<file path="src/rtl/chd_pkg.sv">
// Shared types, constants and character helpers for the chunked body decoder.
// No dependencies; imported by chd_step, chd_out and http_chunked_body_decoder.
`default_nettype none

package chd_pkg;

    // Width of the chunk size and remaining byte count.
    localparam int SIZE_W = 31;

    // Result kinds.
    localparam logic [1:0] KIND_DATA = 2'd0;
    localparam logic [1:0] KIND_END  = 2'd1;
    localparam logic [1:0] KIND_ERR  = 2'd2;

    // Characters that steer the parser.
    localparam logic [7:0] CH_LF = 8'h0A;
    localparam logic [7:0] CH_CR = 8'h0D;

    // Hex digits are four bits each, so one digit scales the size by 16.
    localparam int DIGIT_W = 4;

    // One result word between the step logic and the output register.
    typedef struct packed {
        logic       valid;
        logic [7:0] byte_out;
        logic [1:0] kind;
    } t_result;

    // Decoded hex digit.
    typedef struct packed {
        logic       ok;
        logic [3:0] val;
    } t_hex;

    function automatic t_hex hex_value(input logic [7:0] c);
        t_hex h;
        h.ok  = 1'b1;
        h.val = 4'd0;
        if (c >= 8'h30 && c <= 8'h39) begin
            h.val = c[3:0];
        end else if ((c >= 8'h61 && c <= 8'h66) || (c >= 8'h41 && c <= 8'h46)) begin
            // 'a'..'f' and 'A'..'F' share the low nibble 1..6.
            h.val = c[3:0] + 4'd9;
        end else begin
            h.ok = 1'b0;
        end
        return h;
    endfunction

    // Space, TAB, VT, FF and CR count as blanks before the digits.
    function automatic logic is_blank(input logic [7:0] c);
        return (c == 8'h20) || (c == 8'h09) || (c == 8'h0B) || (c == 8'h0C) || (c == CH_CR);
    endfunction

endpackage

`default_nettype wire

</file>
<file path="src/rtl/http_chunked_body_decoder.sv">
// HTTP/1.1 chunked body decoder: input word register, parser step, output register.
// Depends on chd_pkg, chd_step and chd_out.
//
// Usage: raw body bytes enter on i_valid/i_byte_in, one word per accepted
// handshake (i_valid high, o_stall low). Results leave on o_valid with
// o_byte_out and o_kind: kind 0 is a payload byte, kind 1 marks end of body
// and is the last result, kind 2 reports an empty or overlong size line.
// Size lines, CRLF after each chunk and the trailer produce no result.
// A byte accepted into the input register is parsed from there by the parser
// step, and its result is registered in the output register, which drives
// o_valid until the receiver takes the word from the output register.
// Throughput: one byte per cycle while the receiver does not stall, since
// the parser step between the input and the output register is combinational.
// When the receiver holds i_stall high with a result waiting, the parser
// stops and o_stall rises while a byte is held in the input register; both
// sides run again in the cycle the stall drops.
// Reset (i_rst_n low at a clock edge) empties both registers and returns
// the parser to the start of a size line.
`default_nettype none

module http_chunked_body_decoder
    import chd_pkg::*;
#(
    parameter int HEADER_LINE_MAX = 23
) (
    input  wire logic       i_clk,
    input  wire logic       i_rst_n,
    input  wire logic       i_valid,
    input  wire logic [7:0] i_byte_in,
    output logic            o_stall,
    output logic            o_valid,
    output logic [7:0]      o_byte_out,
    output logic [1:0]      o_kind,
    input  wire logic       i_stall
);

    logic       r_in_valid;
    logic [7:0] r_in_byte;
    logic       out_ready;
    logic       step_en;
    logic       in_accept;
    t_result    res;

    // The parser runs whenever a byte is held and the output can take a word.
    assign step_en   = r_in_valid && out_ready;
    assign o_stall   = r_in_valid && !out_ready;
    assign in_accept = i_valid && !o_stall;

    // Input word register.
    always_ff @(posedge i_clk) begin
        if (!i_rst_n) begin
            r_in_valid <= 1'b0;
        end else if (in_accept) begin
            r_in_valid <= 1'b1;
        end else if (step_en) begin
            r_in_valid <= 1'b0;
        end
    end

    always_ff @(posedge i_clk) begin
        if (in_accept) begin
            r_in_byte <= i_byte_in;
        end
    end

    chd_step #(
        .HEADER_LINE_MAX(HEADER_LINE_MAX)
    ) u_step (
        .i_clk   (i_clk),
        .i_rst_n (i_rst_n),
        .i_en    (step_en),
        .i_byte  (r_in_byte),
        .o_res   (res)
    );

    chd_out u_out (
        .i_clk      (i_clk),
        .i_rst_n    (i_rst_n),
        .i_res      (res),
        .i_stall    (i_stall),
        .o_ready    (out_ready),
        .o_valid    (o_valid),
        .o_byte_out (o_byte_out),
        .o_kind     (o_kind)
    );

endmodule

`default_nettype wire

</file>
<file path="src/rtl/chd_step.sv">
// Parser state and the one-byte update of the chunked decoder.
// Depends on chd_pkg; produces at most one valid t_result word per processed byte.
`default_nettype none

module chd_step
    import chd_pkg::*;
#(
    parameter int HEADER_LINE_MAX = 23
) (
    input  wire logic       i_clk,
    input  wire logic       i_rst_n,
    input  wire logic       i_en,
    input  wire logic [7:0] i_byte,
    output t_result         o_res
);

    localparam int LEN_W = $clog2(HEADER_LINE_MAX + 1);
    localparam logic [LEN_W-1:0] LEN_MAX = LEN_W'(HEADER_LINE_MAX);

    typedef enum logic [2:0] {
        PH_SIZE, PH_DATA, PH_GAP1, PH_GAP2, PH_TRAILER, PH_DONE, PH_DISCARD
    } t_phase;

    typedef enum logic [1:0] {
        HX_BLANK, HX_ZERO, HX_DIGIT, HX_STOP
    } t_hexst;

    t_phase            r_phase, n_phase;
    t_hexst            r_hex, n_hex;
    logic [SIZE_W-1:0] r_bytes, n_bytes;
    logic [LEN_W-1:0]  r_len, n_len;
    logic              r_trail_cr, n_trail_cr;

    t_hex              hv;
    logic [SIZE_W-1:0] added;
    logic [SIZE_W-1:0] dec;

    // Size accumulation saturates once another digit would overflow.
    assign hv    = hex_value(i_byte);
    assign added = (r_bytes[SIZE_W-1 -: DIGIT_W] != '0) ? '1
                 : {r_bytes[SIZE_W-DIGIT_W-1:0], hv.val};
    assign dec   = r_bytes - SIZE_W'(1);

    // Next state and result for the byte at the input register.
    always_comb begin
        n_phase    = r_phase;
        n_hex      = r_hex;
        n_bytes    = r_bytes;
        n_len      = r_len;
        n_trail_cr = r_trail_cr;
        o_res      = '0;
        if (i_en) begin
            case (r_phase)
                PH_SIZE: begin
                    if (i_byte == CH_LF) begin
                        n_len = '0;
                        n_hex = HX_BLANK;
                        if (r_len == '0) begin
                            // Empty size line.
                            n_bytes     = '0;
                            o_res.valid = 1'b1;
                            o_res.kind  = KIND_ERR;
                        end else begin
                            n_trail_cr = 1'b0;
                            n_phase    = (r_bytes == '0) ? PH_TRAILER : PH_DATA;
                        end
                    end else if (r_len >= LEN_MAX) begin
                        // Overlong size line: drop the rest of it.
                        n_bytes     = '0;
                        n_len       = '0;
                        n_hex       = HX_BLANK;
                        n_phase     = PH_DISCARD;
                        o_res.valid = 1'b1;
                        o_res.kind  = KIND_ERR;
                    end else begin
                        n_len = r_len + LEN_W'(1);
                        case (r_hex)
                            HX_BLANK: begin
                                if (!is_blank(i_byte)) begin
                                    if (i_byte == 8'h30) begin
                                        n_hex = HX_ZERO;
                                    end else if (hv.ok) begin
                                        n_bytes = added;
                                        n_hex   = HX_DIGIT;
                                    end else begin
                                        n_hex = HX_STOP;
                                    end
                                end
                            end
                            HX_ZERO: begin
                                if (i_byte == 8'h78 || i_byte == 8'h58) begin
                                    n_hex = HX_DIGIT;
                                end else if (hv.ok) begin
                                    n_bytes = added;
                                    n_hex   = HX_DIGIT;
                                end else begin
                                    n_hex = HX_STOP;
                                end
                            end
                            HX_DIGIT: begin
                                if (hv.ok) begin
                                    n_bytes = added;
                                end else begin
                                    n_hex = HX_STOP;
                                end
                            end
                            default: begin
                            end
                        endcase
                    end
                end
                PH_DATA: begin
                    n_bytes        = dec;
                    o_res.valid    = 1'b1;
                    o_res.byte_out = i_byte;
                    o_res.kind     = KIND_DATA;
                    if (dec == '0) begin
                        n_phase = PH_GAP1;
                    end
                end
                PH_GAP1: begin
                    n_phase = PH_GAP2;
                end
                PH_GAP2: begin
                    n_bytes = '0;
                    n_len   = '0;
                    n_hex   = HX_BLANK;
                    n_phase = PH_SIZE;
                end
                PH_TRAILER: begin
                    if (i_byte == CH_LF) begin
                        n_len      = '0;
                        n_trail_cr = 1'b0;
                        if (r_len == '0 || r_trail_cr) begin
                            n_phase     = PH_DONE;
                            o_res.valid = 1'b1;
                            o_res.kind  = KIND_END;
                        end
                    end else begin
                        if (r_len == '0 && i_byte == CH_CR) begin
                            n_trail_cr = 1'b1;
                        end
                        if (r_len < LEN_MAX) begin
                            n_len = r_len + LEN_W'(1);
                        end
                    end
                end
                PH_DISCARD: begin
                    if (i_byte == CH_LF) begin
                        n_bytes = '0;
                        n_len   = '0;
                        n_hex   = HX_BLANK;
                        n_phase = PH_SIZE;
                    end
                end
                default: begin
                    // End of body: every later byte is ignored.
                end
            endcase
        end
    end

    // Parser state registers.
    always_ff @(posedge i_clk) begin
        if (!i_rst_n) begin
            r_phase    <= PH_SIZE;
            r_hex      <= HX_BLANK;
            r_bytes    <= '0;
            r_len      <= '0;
            r_trail_cr <= 1'b0;
        end else begin
            r_phase    <= n_phase;
            r_hex      <= n_hex;
            r_bytes    <= n_bytes;
            r_len      <= n_len;
            r_trail_cr <= n_trail_cr;
        end
    end

    // A chunk in progress always has bytes left to pass.
    a_data_nonzero: assert property (@(posedge i_clk) disable iff (!i_rst_n)
        r_phase == PH_DATA |-> r_bytes != '0)
        else $error("data phase with zero bytes left");

    // Every byte in the data phase is passed through as payload.
    a_data_out: assert property (@(posedge i_clk) disable iff (!i_rst_n)
        (i_en && r_phase == PH_DATA) |-> (o_res.valid && o_res.kind == KIND_DATA))
        else $error("payload byte not forwarded");

    // Nothing comes out after the end of body.
    a_done_quiet: assert property (@(posedge i_clk) disable iff (!i_rst_n)
        r_phase == PH_DONE |-> !o_res.valid)
        else $error("result after end of body");

    // The end-of-body word is followed by the done phase.
    a_end_done: assert property (@(posedge i_clk) disable iff (!i_rst_n)
        (o_res.valid && o_res.kind == KIND_END) |=> r_phase == PH_DONE)
        else $error("end of body without done phase");

    // The line length counter never passes the line limit.
    a_len_bound: assert property (@(posedge i_clk) disable iff (!i_rst_n)
        r_len <= LEN_MAX)
        else $error("line length past limit");

endmodule

`default_nettype wire

</file>
<file path="src/rtl/chd_out.sv">
// Output register of the chunked decoder with its valid/stall handshake.
// Depends on chd_pkg for t_result and the result kinds.
`default_nettype none

module chd_out
    import chd_pkg::*;
(
    input  wire logic       i_clk,
    input  wire logic       i_rst_n,
    input  wire t_result    i_res,
    input  wire logic       i_stall,
    output logic            o_ready,
    output logic            o_valid,
    output logic [7:0]      o_byte_out,
    output logic [1:0]      o_kind
);

    logic       r_valid;
    logic [7:0] r_byte;
    logic [1:0] r_kind;

    // The register takes a new word when it is empty or being drained.
    assign o_ready = !r_valid || !i_stall;

    always_ff @(posedge i_clk) begin
        if (!i_rst_n) begin
            r_valid <= 1'b0;
        end else if (o_ready) begin
            r_valid <= i_res.valid;
        end
    end

    // Payload needs no reset.
    always_ff @(posedge i_clk) begin
        if (o_ready && i_res.valid) begin
            r_byte <= i_res.byte_out;
            r_kind <= i_res.kind;
        end
    end

    assign o_valid    = r_valid;
    assign o_byte_out = r_byte;
    assign o_kind     = r_kind;

endmodule

`default_nettype wire
</file>
<file path="config.mk">
export PLATFORM = sky130hd
export DESIGN_NAME = http_chunked_body_decoder
export DESIGN_NICKNAME = d
export VERILOG_FILES = /design/src/rtl/chd_pkg.sv /design/src/rtl/http_chunked_body_decoder.sv /design/src/rtl/chd_step.sv /design/src/rtl/chd_out.sv
export SDC_FILE = /design/constraint.sdc
export NUM_CORES = 1
export LEC_CHECK = 0
export ABC_CLOCK_PERIOD_IN_PS = 7900
export BUFFER_PORTS_ARGS = -buffer_cell sky130_fd_sc_hd__buf_4
export CORE_ASPECT_RATIO = 0.7
export CORE_MARGIN = 2
export CORE_UTILIZATION = 45
export DETAILED_ROUTE_END_ITERATION = 16
export PLACE_DENSITY = 0.61
export SETUP_SLACK_MARGIN = 0.1
export SYNTH_ARGS = -nofsm -noshare
export SYNTH_HDL_FRONTEND = slang
export SYNTH_SLANG_ARGS = --single-unit
</file>
<file path="constraint.sdc">
create_clock -name i_clk -period 7.9 [get_ports i_clk]
set_clock_uncertainty 0.15 [all_clocks]
set_input_delay 2.37 -clock i_clk [delete_from_list [all_inputs] [get_ports i_clk]]
set_output_delay 2.37 -clock i_clk [all_outputs]
set_load 0.01 [all_outputs]
</file>
==> results_dict.tcl, run 1 <==
set metrics [dict create \
    drt-total-wl_um 12800 \
    multiInputGateArea_um2 2790 \
    cts_setup_buffers 0 \
    path_max_fanout 3 \
    worstPathArrival_ns 2.83 \
    postLayoutCellArea_um2 4930 \
    rsz0062_at_grt "false" \
    place_area_um2 4670 \
    status "finished, final reports clean" \
    p_leak_nw 1.87 \
    die_w_um 123 \
    grt_max_degree 45 \
    cp-start-kind "input pin" \
    fin_crit_sh 0.677 \
    ff2ff_setup_slack_ns 3.80 \
    p_sw_mw 0.567 \
    syn-instance-count 581 \
    yosysWarnings 0 \
    nets 605 \
    h-tree-depth 3 \
    relSlewSlack 0.209 \
    grt_pass1_vias 4072 \
    floorplan.initialDensity 0.462 \
    die_area_um2 10800 \
    synth-seq-cells 62 \
    routed_via_density 6.49 \
    worst_pin_slew_ns 1.18 \
    dieHeight_um 87.6 \
    clockPowerShare 0.267 \
    overflow 0 \
    avgSynthCellArea_um2 7.74 \
    worstPathRequired_ns 5.38 \
    finalSetupViolCount 0 \
    power.total_mw 1.32 \
    synth_cell_types 70 \
    layout_common_cells "86 x nor2_1, 54 x a21oi_1, 44 x dfxtp_1" \
    pwr-share-seq 0.298 \
    design.portCount 24 \
    end_kind "primary output" \
    fin_hold_ws_ns 0.361 \
    maxCapViolCount 0 \
    hold_viol 0 \
    comb_power_share 0.434 \
    ir_worst_vdd_uv 149 \
    p_sw_frac 0.430 \
    drt_iter0_markers 598 \
    timing.final.max_slew_violations 0 \
    rows 30 \
    syn_to_final_growth_pct 9.63 \
    holdBufCountCts 0 \
    place_hpwl_um 8730 \
    synth_area_um2 4490 \
    max_freq_mhz 187 \
    cts_tree "built" \
    regArea_um2 1420 \
    cts.sinks 62 \
    clock-root-buffer "clkbuf_16" \
    ys.flop_type "dfxtp_1" \
    coreArea_um2 9720 \
    internal-power_mw 0.753 \
    grt_usage 0.252 \
    seq_area_frac_synth 0.316 \
    synthesis.nets 606 \
    hp-class "reg -> reg" \
    mostFrequentLayoutCell "nor2_1" \
    numCtsBuffers 9 \
    worstSetupPathType "in -> out" \
    synth_edf_count 18 \
    vias 4630 \
    finalCriticalPeriod_ns 5.35 \
    drive_gt1_frac 0.120 \
    clk_latency_ns 0.33 \
    cts_resized 0 \
    grt_pass1_wl_um 21600 \
    diodes 0 \
    cts.clk_slew.worst_paths_ns 0.05 \
    antenna_found_initial 0 \
    drc 0 \
    fin_tns_setup_ns 0 \
    power_density_nw_per_um2 268 \
    first_pass_iters 5 \
    fill_cells 933 \
    post_drt_wl_per_cell_um 18.0 \
    async_reset_ff_frac 0 \
    clock_path_buffers 2 \
    portBuffers 23 \
    routabilityCongestion 0.841 \
    antenna_left 0 \
]
[critical path: stages]
cell    delay, ns
buf_4        0.11
and3_1       0.20
buf_4        0.15
[sequential cells by signal, indices dropped and copies added, names as in the netlist]
name	count
u_step.r_phase	3
r_in_byte	8
u_step.r_len	5
r_in_valid	1
u_step.r_trail_cr	1
u_step.r_hex	2
u_out.o_kind	2
u_out.o_byte_out	8
u_out.o_valid	1
u_step.r_bytes	31
[cell usage after synthesis, types with 3 or more instances]
cell type / count / area share
o211ai_1: 8 / 0.013
edfxtp_1: 18 / 0.12
nor4_1: 14 / 0.019
and2_1: 3 / 0.0042
buf_6: 5 / 0.013
nand4_1: 11 / 0.015
o21ai_0: 20 / 0.022
inv_1: 15 / 0.013
or2_2: 9 / 0.013
or3_2: 4 / 0.0067
a211oi_1: 3 / 0.0050
nor2b_1: 4 / 0.0056
dfxtp_1: 44 / 0.20
and3_1: 11 / 0.015
o22ai_1: 15 / 0.021
o311ai_0: 3 / 0.0058
nand3_1: 36 / 0.040
a31oi_1: 3 / 0.0042
nand4b_1: 3 / 0.0058
nand2b_1: 5 / 0.0070
xor2_1: 4 / 0.0078
o31ai_1: 32 / 0.053
o21a_1: 4 / 0.0067
or3_1: 11 / 0.015
clkbuf_1: 29 / 0.024
or4_1: 7 / 0.012
nor4b_1: 4 / 0.0078
ha_1: 13 / 0.036
nor3_1: 20 / 0.022
o32ai_1: 6 / 0.012
buf_2: 5 / 0.0056
a21oi_1: 55 / 0.061
nor2_1: 86 / 0.072
nand2_1: 22 / 0.018
a211o_1: 3 / 0.0058
[cell families (layout without fill, tap and decap cells)]
logic type,Yosys count,in the layout,synth area share
xor gates and xnor gates,5,5,0.00974
buffers and inverters,59,63,0.0637
adders and majority gates,13,13,0.0362
muxes,1,1,0.00251
AOI/OAI and AO/OA,177,177,0.262
and+or+nand+nor,264,264,0.310
DFF,62,62,0.316
[path summary, 6_finish.rpt]
kind                                     start                             end  depth (start not counted)
hold / removal    u_step.r_hex[1]$_SDFFE_PN0P_    u_step.r_hex[1]$_SDFFE_PN0P_                          2
setup reg to reg        r_in_byte[1]$_DFFE_PP_  u_step.r_bytes[0]$_SDFFE_PN0P_                          8
hold reg to reg   u_step.r_hex[1]$_SDFFE_PN0P_    u_step.r_hex[1]$_SDFFE_PN0P_                          2
setup / recovery                       i_stall                         o_stall                          3
[area by class of cell]
cell class | count | area share
sequential | 62 | 0.288
tap | 128 | 0.0325
clock buffer | 11 | 0.0472
clock inverter | 5 | 0.00533
timing repair buffer | 32 | 0.0488
inverter | 15 | 0.0114
multi-input combinational | 460 | 0.566
[power groups by stage]
stage | Combinational, mW | Sequential [mW] | Clock [mW]
floorplan | 0.457 | 0.371 | 0
global placement | 0.552 | 0.399 | 0
detailed placement | 0.557 | 0.399 | 0
CTS | 0.560 | 0.392 | 0.360
global route | 0.627 | 0.400 | 0.376
finish | 0.573 | 0.394 | 0.353
[layer usage]
| metal | up-vias | track usage | routed length, um |
|---|---|---|---|
| met1 | 2199 | 0.399 | 6410 |
| li1 | 2202 | - | - |
| met2 | 213 | 0.337 | 5210 |
| met5 | - | 0 | 0 |
| met3 | 16 | 0.0605 | 1080 |
| met4 | 0 | 0.0589 | 136 |
[per-stage QoR]
| step | worst slack, ns | util | std cells |
|---|---|---|---|
| 3_3_place_gp | 2.56 | 0.480 | 697 |
| 5_1_grt | 2.54 | 0.507 | 713 |
| 2_1_floorplan | 2.79 | - | 581 |
| 4_1_cts | 2.55 | 0.507 | 713 |
| 3_5_place_dp | 2.56 | 0.480 | 697 |
| 6_report | 2.55 | 0.507 | 713 |
No activity file was read; power rests on OpenSTA's default activity.
==> run 2, diff against run 1 <==
Settings changed: ABC_AREA set to 1, ABC_CLOCK_PERIOD_IN_PS 7900 to 4730, PLACE_DENSITY 0.61 to 0.63.
Clock period 7.9 ns to 4.73 ns, I/O delays scaled along.
==> run 2 against run 1 <==
Against the previous run: hold slack got worse by 0.016 ns; largest power group is now clock; flip-flop and latch count stayed put; critical endpoint unchanged; highest routed layer unchanged; die area is 1.7% lower.
==> results_dict.tcl, run 2 <==
set metrics [dict create \
    synth_edf_count 18 \
    clk_latency_ns 0.34 \
    syn-instance-count 687 \
    ir_worst_vdd_uv 219 \
    power_density_nw_per_um2 333 \
    drive_gt1_frac 0.111 \
    clock_path_buffers 2 \
    p_leak_nw 2.37 \
    cts.sinks 62 \
    coreArea_um2 9610 \
    antenna_found_initial 0 \
    r2r-start "u_step.r_phase[0]$_SDFFE_PN0P_" \
    cp-start-kind "input pin" \
    first_pass_iters 5 \
    end_kind "primary output" \
    worstPathRequired_ns 3.16 \
    synth_cell_types 45 \
    grt_pass1_vias 3970 \
    finalSetupViolCount 0 \
    yosys.area.top_type "dfxtp_1" \
    post_drt_wl_per_cell_um 15.0 \
    postLayoutCellArea_um2 5010 \
    cts_tree "built" \
    h-tree-depth 3 \
    layout_common_cells "140 x nand2_1, 113 x nor2_1, 81 x inv_1" \
    relSlewSlack 0.449 \
    synth.most_common_cell "nand2_1" \
    mostFrequentLayoutCell "nand2_1" \
    seq_area_frac_synth 0.322 \
    timing.final.max_slew_violations 0 \
    grt_pass1_wl_um 20400 \
    r2r_cells 11 \
    max_freq_mhz 294 \
    largest_register_ffs 31 \
    numCtsBuffers 9 \
    status "finished, final reports clean" \
    yosys-top-cells-count "140 x nand2_1, 113 x nor2_1, 81 x inv_1" \
    overflow 0 \
    ff2ff_setup_slack_ns 1.56 \
    syn_to_final_growth_pct 13.6 \
    dieHeight_um 86.9 \
    fin_tns_setup_ns 0 \
    worst_pin_slew_ns 0.824 \
    finalCriticalPeriod_ns 3.40 \
    synthTopCellsByArea "dfxtp_1 20%, edfxtp_1 12%, nand2_1 12%" \
    maxCapViolCount 0 \
    diodes 0 \
    drt_iter0_markers 463 \
    grt_max_degree 32 \
    cts_setup_buffers 0 \
    fin_crit_sh 0.718 \
    min_from "u_step.r_len[3]$_SDFFE_PN0P_" \
    vias 4579 \
    yosysWarnings 0 \
    clock-root-buffer "clkbuf_16" \
    die_w_um 122 \
    die_area_um2 10600 \
    avgSynthCellArea_um2 6.42 \
    worstSetupPathType "in -> out" \
    rsz0062_at_grt "false" \
    hold_viol 0 \
    r2r-end "u_step.r_bytes[20]$_SDFFE_PN0P_" \
    rows 30 \
    holdPathEnd "u_step.r_len[4]$_SDFFE_PN0P_" \
    drt-total-wl_um 12600 \
    cts_resized 0 \
    place_hpwl_um 9120 \
    async_reset_ff_frac 0 \
    top_register "u_step.r_bytes" \
    nets 729 \
    ys.flop_type "dfxtp_1" \
    floorplan.initialDensity 0.459 \
    hold_depth 2 \
    drc 0 \
    routed_via_density 5.47 \
    hp-class "reg -> reg" \
    netlist.area_leader.share 0.200 \
    worstPathArrival_ns 1.83 \
    grt_usage 0.248 \
    antenna_left 0 \
    design.portCount 24 \
    holdBufCountCts 0 \
    path_max_fanout 2 \
    cts.clk_slew.worst_paths_ns 0.05 \
    synth-seq-cells 62 \
    place_area_um2 4670 \
    portBuffers 23 \
    synthesis.nets 712 \
    synth_area_um2 4410 \
    routabilityCongestion 0.945 \
]
==> run 2: logic make-up (layout without fill, tap and decap cells) <==
family,count (synthesis),in the layout,synth area share
adders and majority gates,13,13,0.0369
and+or+nand+nor,336,336,0.331
buffers and inverters,111,133,0.0998
DFF,62,62,0.322
AOI/OAI and AO/OA,158,158,0.197
xor gates and xnor gates,7,7,0.0139
==> run 2: where the power goes <==
group | internal (mW) | leakage [nW] | switching, mW | total [mW]
Combinational | 0.101 | 1.70 | 0.213 | 0.314
Sequential | 0.559 | 0.513 | 0.0148 | 0.574
Clock | 0.516 | 0.162 | 0.263 | 0.779
Total | 1.18 | 2.37 | 0.491 | 1.67
==> run 2: worst max-delay path by stage <==
stage | from | end | slack (ns) | cells after the start
6_report | i_stall | o_stall | 1.33 | 4
3_3_place_gp | i_stall | u_step.r_bytes[4]$_SDFFE_PN0P_ | 1.25 | 11
2_1_floorplan | i_stall | o_stall | 1.50 | 2
4_1_cts | i_stall | o_stall | 1.33 | 4
3_5_place_dp | i_stall | u_step.r_bytes[20]$_SDFFE_PN0P_ | 1.18 | 11
5_1_grt | i_stall | o_stall | 1.30 | 4
==> run 2: through the flow <==
stage                util  setup WS, ns  hold WS (ns)  power, mW  instances
floorplan               -          1.50         0.312      0.817        687
global placement    0.486          1.25         0.326      0.884        821
detailed placement  0.486          1.18         0.340      0.889        821
CTS                 0.522          1.33         0.352       1.67        837
global route        0.522          1.30         0.376       1.74        837
finish              0.522          1.33         0.345       1.67        837
==> run 2: critical path, stage by stage <==
cell and delay, ns:
buf_4 0.07, nand2_1 0.06, nor2_1 0.13, buf_4 0.14
==> run 2: routing by layer <==
layer  track usage  share of wire  up-vias
met3        0.0530          0.081       19
met2         0.341           0.40      183
met1         0.383           0.51     2090
li1              -              -     2287
met4        0.0731          0.014        0
met5             0              0        -
==> run 2: final cells by class <==
type | count | area, um2
Fill cell | 980 | 4600
Clock inverter | 7 | 123
Tap cell | 128 | 160
Clock buffer | 9 | 225
Inverter | 92 | 345
Multi-Input combinational cell | 514 | 2550
Sequential cell | 62 | 1420
Timing Repair Buffer | 25 | 188
==> run 3, diff against run 2 <==
Settings changed: ABC_CLOCK_PERIOD_IN_PS 4730 to 3150, PLACE_DENSITY 0.63 to 0.61.
Clock period 4.73 ns to 3.15 ns, I/O delays scaled along.
==> run 3 against run 2 <==
Against the previous run: first-iteration DRC count shrank 8.6%; non-clock buffer count rose by 7; largest power group unchanged; count of clock-buffer cells in the layout rose by 5; die area stayed put; design area is 0.55% higher; register-to-register slack worse by 1.2 ns; critical path type is now reg -> reg.
==> results_dict.tcl, run 3 (synthesis results as in run 2) <==
set metrics [dict create \
    numCtsBuffers 9 \
    cts_tree "built" \
    nets 736 \
    portBuffers 23 \
    holdBufCountCts 0 \
    fin_crit_sh 0.885 \
    clk_latency_ns 0.33 \
    grt_pass1_wl_um 20300 \
    internal-power_mw 1.70 \
    timing.final.max_slew_violations 0 \
    grt_usage 0.249 \
    cts_resized 0 \
    path_max_fanout 8 \
    top_register "u_step.r_bytes" \
    vias 4535 \
    pwr-share-seq 0.357 \
    syn_to_final_growth_pct 14.2 \
    fin_hold_ws_ns 0.351 \
    cp-start-kind "flip-flop" \
    first_pass_iters 7 \
    mostFrequentLayoutCell "nand2_1" \
    worstPathRequired_ns 3.22 \
    hp-class "reg -> reg" \
    maxCapViolCount 0 \
    post_drt_wl_per_cell_um 14.8 \
    hold_viol 0 \
    grt_pass1_vias 3932 \
    routed_via_density 5.37 \
    routabilityCongestion 0.922 \
    coreArea_um2 9610 \
    regArea_um2 1420 \
    largest_register_ffs 31 \
    worstPathCellList "inv_1 > nand3_2 > nor2_1 > nand2_1 > o21ai_0 > nand2_1 > nor2_1 > nand2_1 > nor2_1 > nand3_1 > nand2_2 > nand3_1 > nand2_1 > nor2_1" \
    cts.clk_slew.worst_paths_ns 0.05 \
    drc 0 \
    finalCriticalPeriod_ns 2.79 \
    drt_iter0_markers 423 \
    ir_worst_vdd_uv 354 \
    die_w_um 122 \
    rows 30 \
    rsz0062_at_grt "false" \
    overflow 0 \
    p_leak_nw 2.40 \
    end_kind "flip-flop" \
    fin_tns_setup_ns 0 \
    finalSetupViolCount 0 \
    relSlewSlack 0.542 \
    layout_common_cells "140 x nand2_1, 113 x nor2_1, 81 x inv_1" \
    dieHeight_um 86.9 \
    power_density_nw_per_um2 479 \
    diodes 0 \
    worstSetupPathType "reg -> reg" \
    antenna_found_initial 0 \
    clock-root-buffer "clkbuf_16" \
    multiInputGateArea_um2 2550 \
    comb_power_share 0.202 \
    place_area_um2 4720 \
    antenna_left 0 \
    place_hpwl_um 9230 \
    worstPathArrival_ns 2.86 \
    p_sw_frac 0.295 \
    p_sw_mw 0.711 \
    worst_pin_slew_ns 0.685 \
    h-tree-depth 3 \
    status "finished, final reports clean" \
    cts.sinks 62 \
    fill_cells 1000 \
    max_freq_mhz 359 \
    clockPowerShare 0.441 \
    drive_gt1_frac 0.117 \
    floorplan.initialDensity 0.459 \
    clock_path_buffers 2 \
    drt-total-wl_um 12500 \
    die_area_um2 10600 \
    slowest_stage "nor2_1" \
    postLayoutCellArea_um2 5040 \
    grt_max_degree 32 \
    cts_setup_buffers 0 \
    design.portCount 24 \
    max_stage_delay_ns 0.56 \
]
-- run 3: area by class of cell --
| class | instances | area share |
|---|---|---|
| Clock inverter | 2 | 0.00745 |
| Timing Repair Buffer | 32 | 0.0477 |
| Inverter | 92 | 0.0685 |
| Multi-Input combinational cell | 514 | 0.506 |
| Clock buffer | 14 | 0.0566 |
| Tap cell | 128 | 0.0318 |
| Sequential cell | 62 | 0.282 |
-- run 3: worst max-delay path, delay by kind of cell (launching register included) --
family                 cells  cell delay, ns
AO/OA/AOI/OAI              1            0.28
AND/OR/NAND/NOR           12            1.75
flip-flops                 1            0.35
buffers and inverters      1            0.16
-- run 3: power groups by stage --
| stage | logic [mW] | registers, mW | clock network [mW] |
|---|---|---|---|
| after detailed placement | 0.474 | 0.878 | 0 |
| after global routing | 0.551 | 0.864 | 1.12 |
| after floorplan | 0.356 | 0.870 | 0 |
| after global placement | 0.467 | 0.877 | 0 |
| after CTS | 0.477 | 0.861 | 1.08 |
| final | 0.488 | 0.862 | 1.06 |
-- run 3: metrics by stage --
stage               utilization  worst slack, ns  std cells  total power [mW]
floorplan                     -            0.756        687              1.23
global placement          0.491            0.359        828              1.34
detailed placement        0.491            0.247        828              1.35
CTS                       0.525            0.449        844              2.42
global route              0.525            0.122        844              2.54
finish                    0.525            0.364        844              2.41
-- run 3: layer usage --
| metal | vias to the layer above | wire length [um] | track usage |
|---|---|---|---|
| met1 | 2070 | 6480 | 0.375 |
| li1 | 2291 | - | - |
| met2 | 158 | 4880 | 0.338 |
| met4 | 0 | 188 | 0.0773 |
| met5 | - | 0 | 0 |
| met3 | 16 | 937 | 0.0687 |
-- run 3: final timing paths --
kind                                   from                        endpoint  slack (ns)  cells after the start
min            u_step.r_len[3]$_SDFFE_PN0P_    u_step.r_len[4]$_SDFFE_PN0P_        0.35                      2
max reg2reg  u_step.r_bytes[0]$_SDFFE_PN0P_  u_step.r_phase[0]$_SDFFE_PN0P_        0.36                     14
min reg2reg    u_step.r_len[3]$_SDFFE_PN0P_    u_step.r_len[4]$_SDFFE_PN0P_        0.35                      2
max          u_step.r_bytes[0]$_SDFFE_PN0P_  u_step.r_phase[0]$_SDFFE_PN0P_        0.36                     14
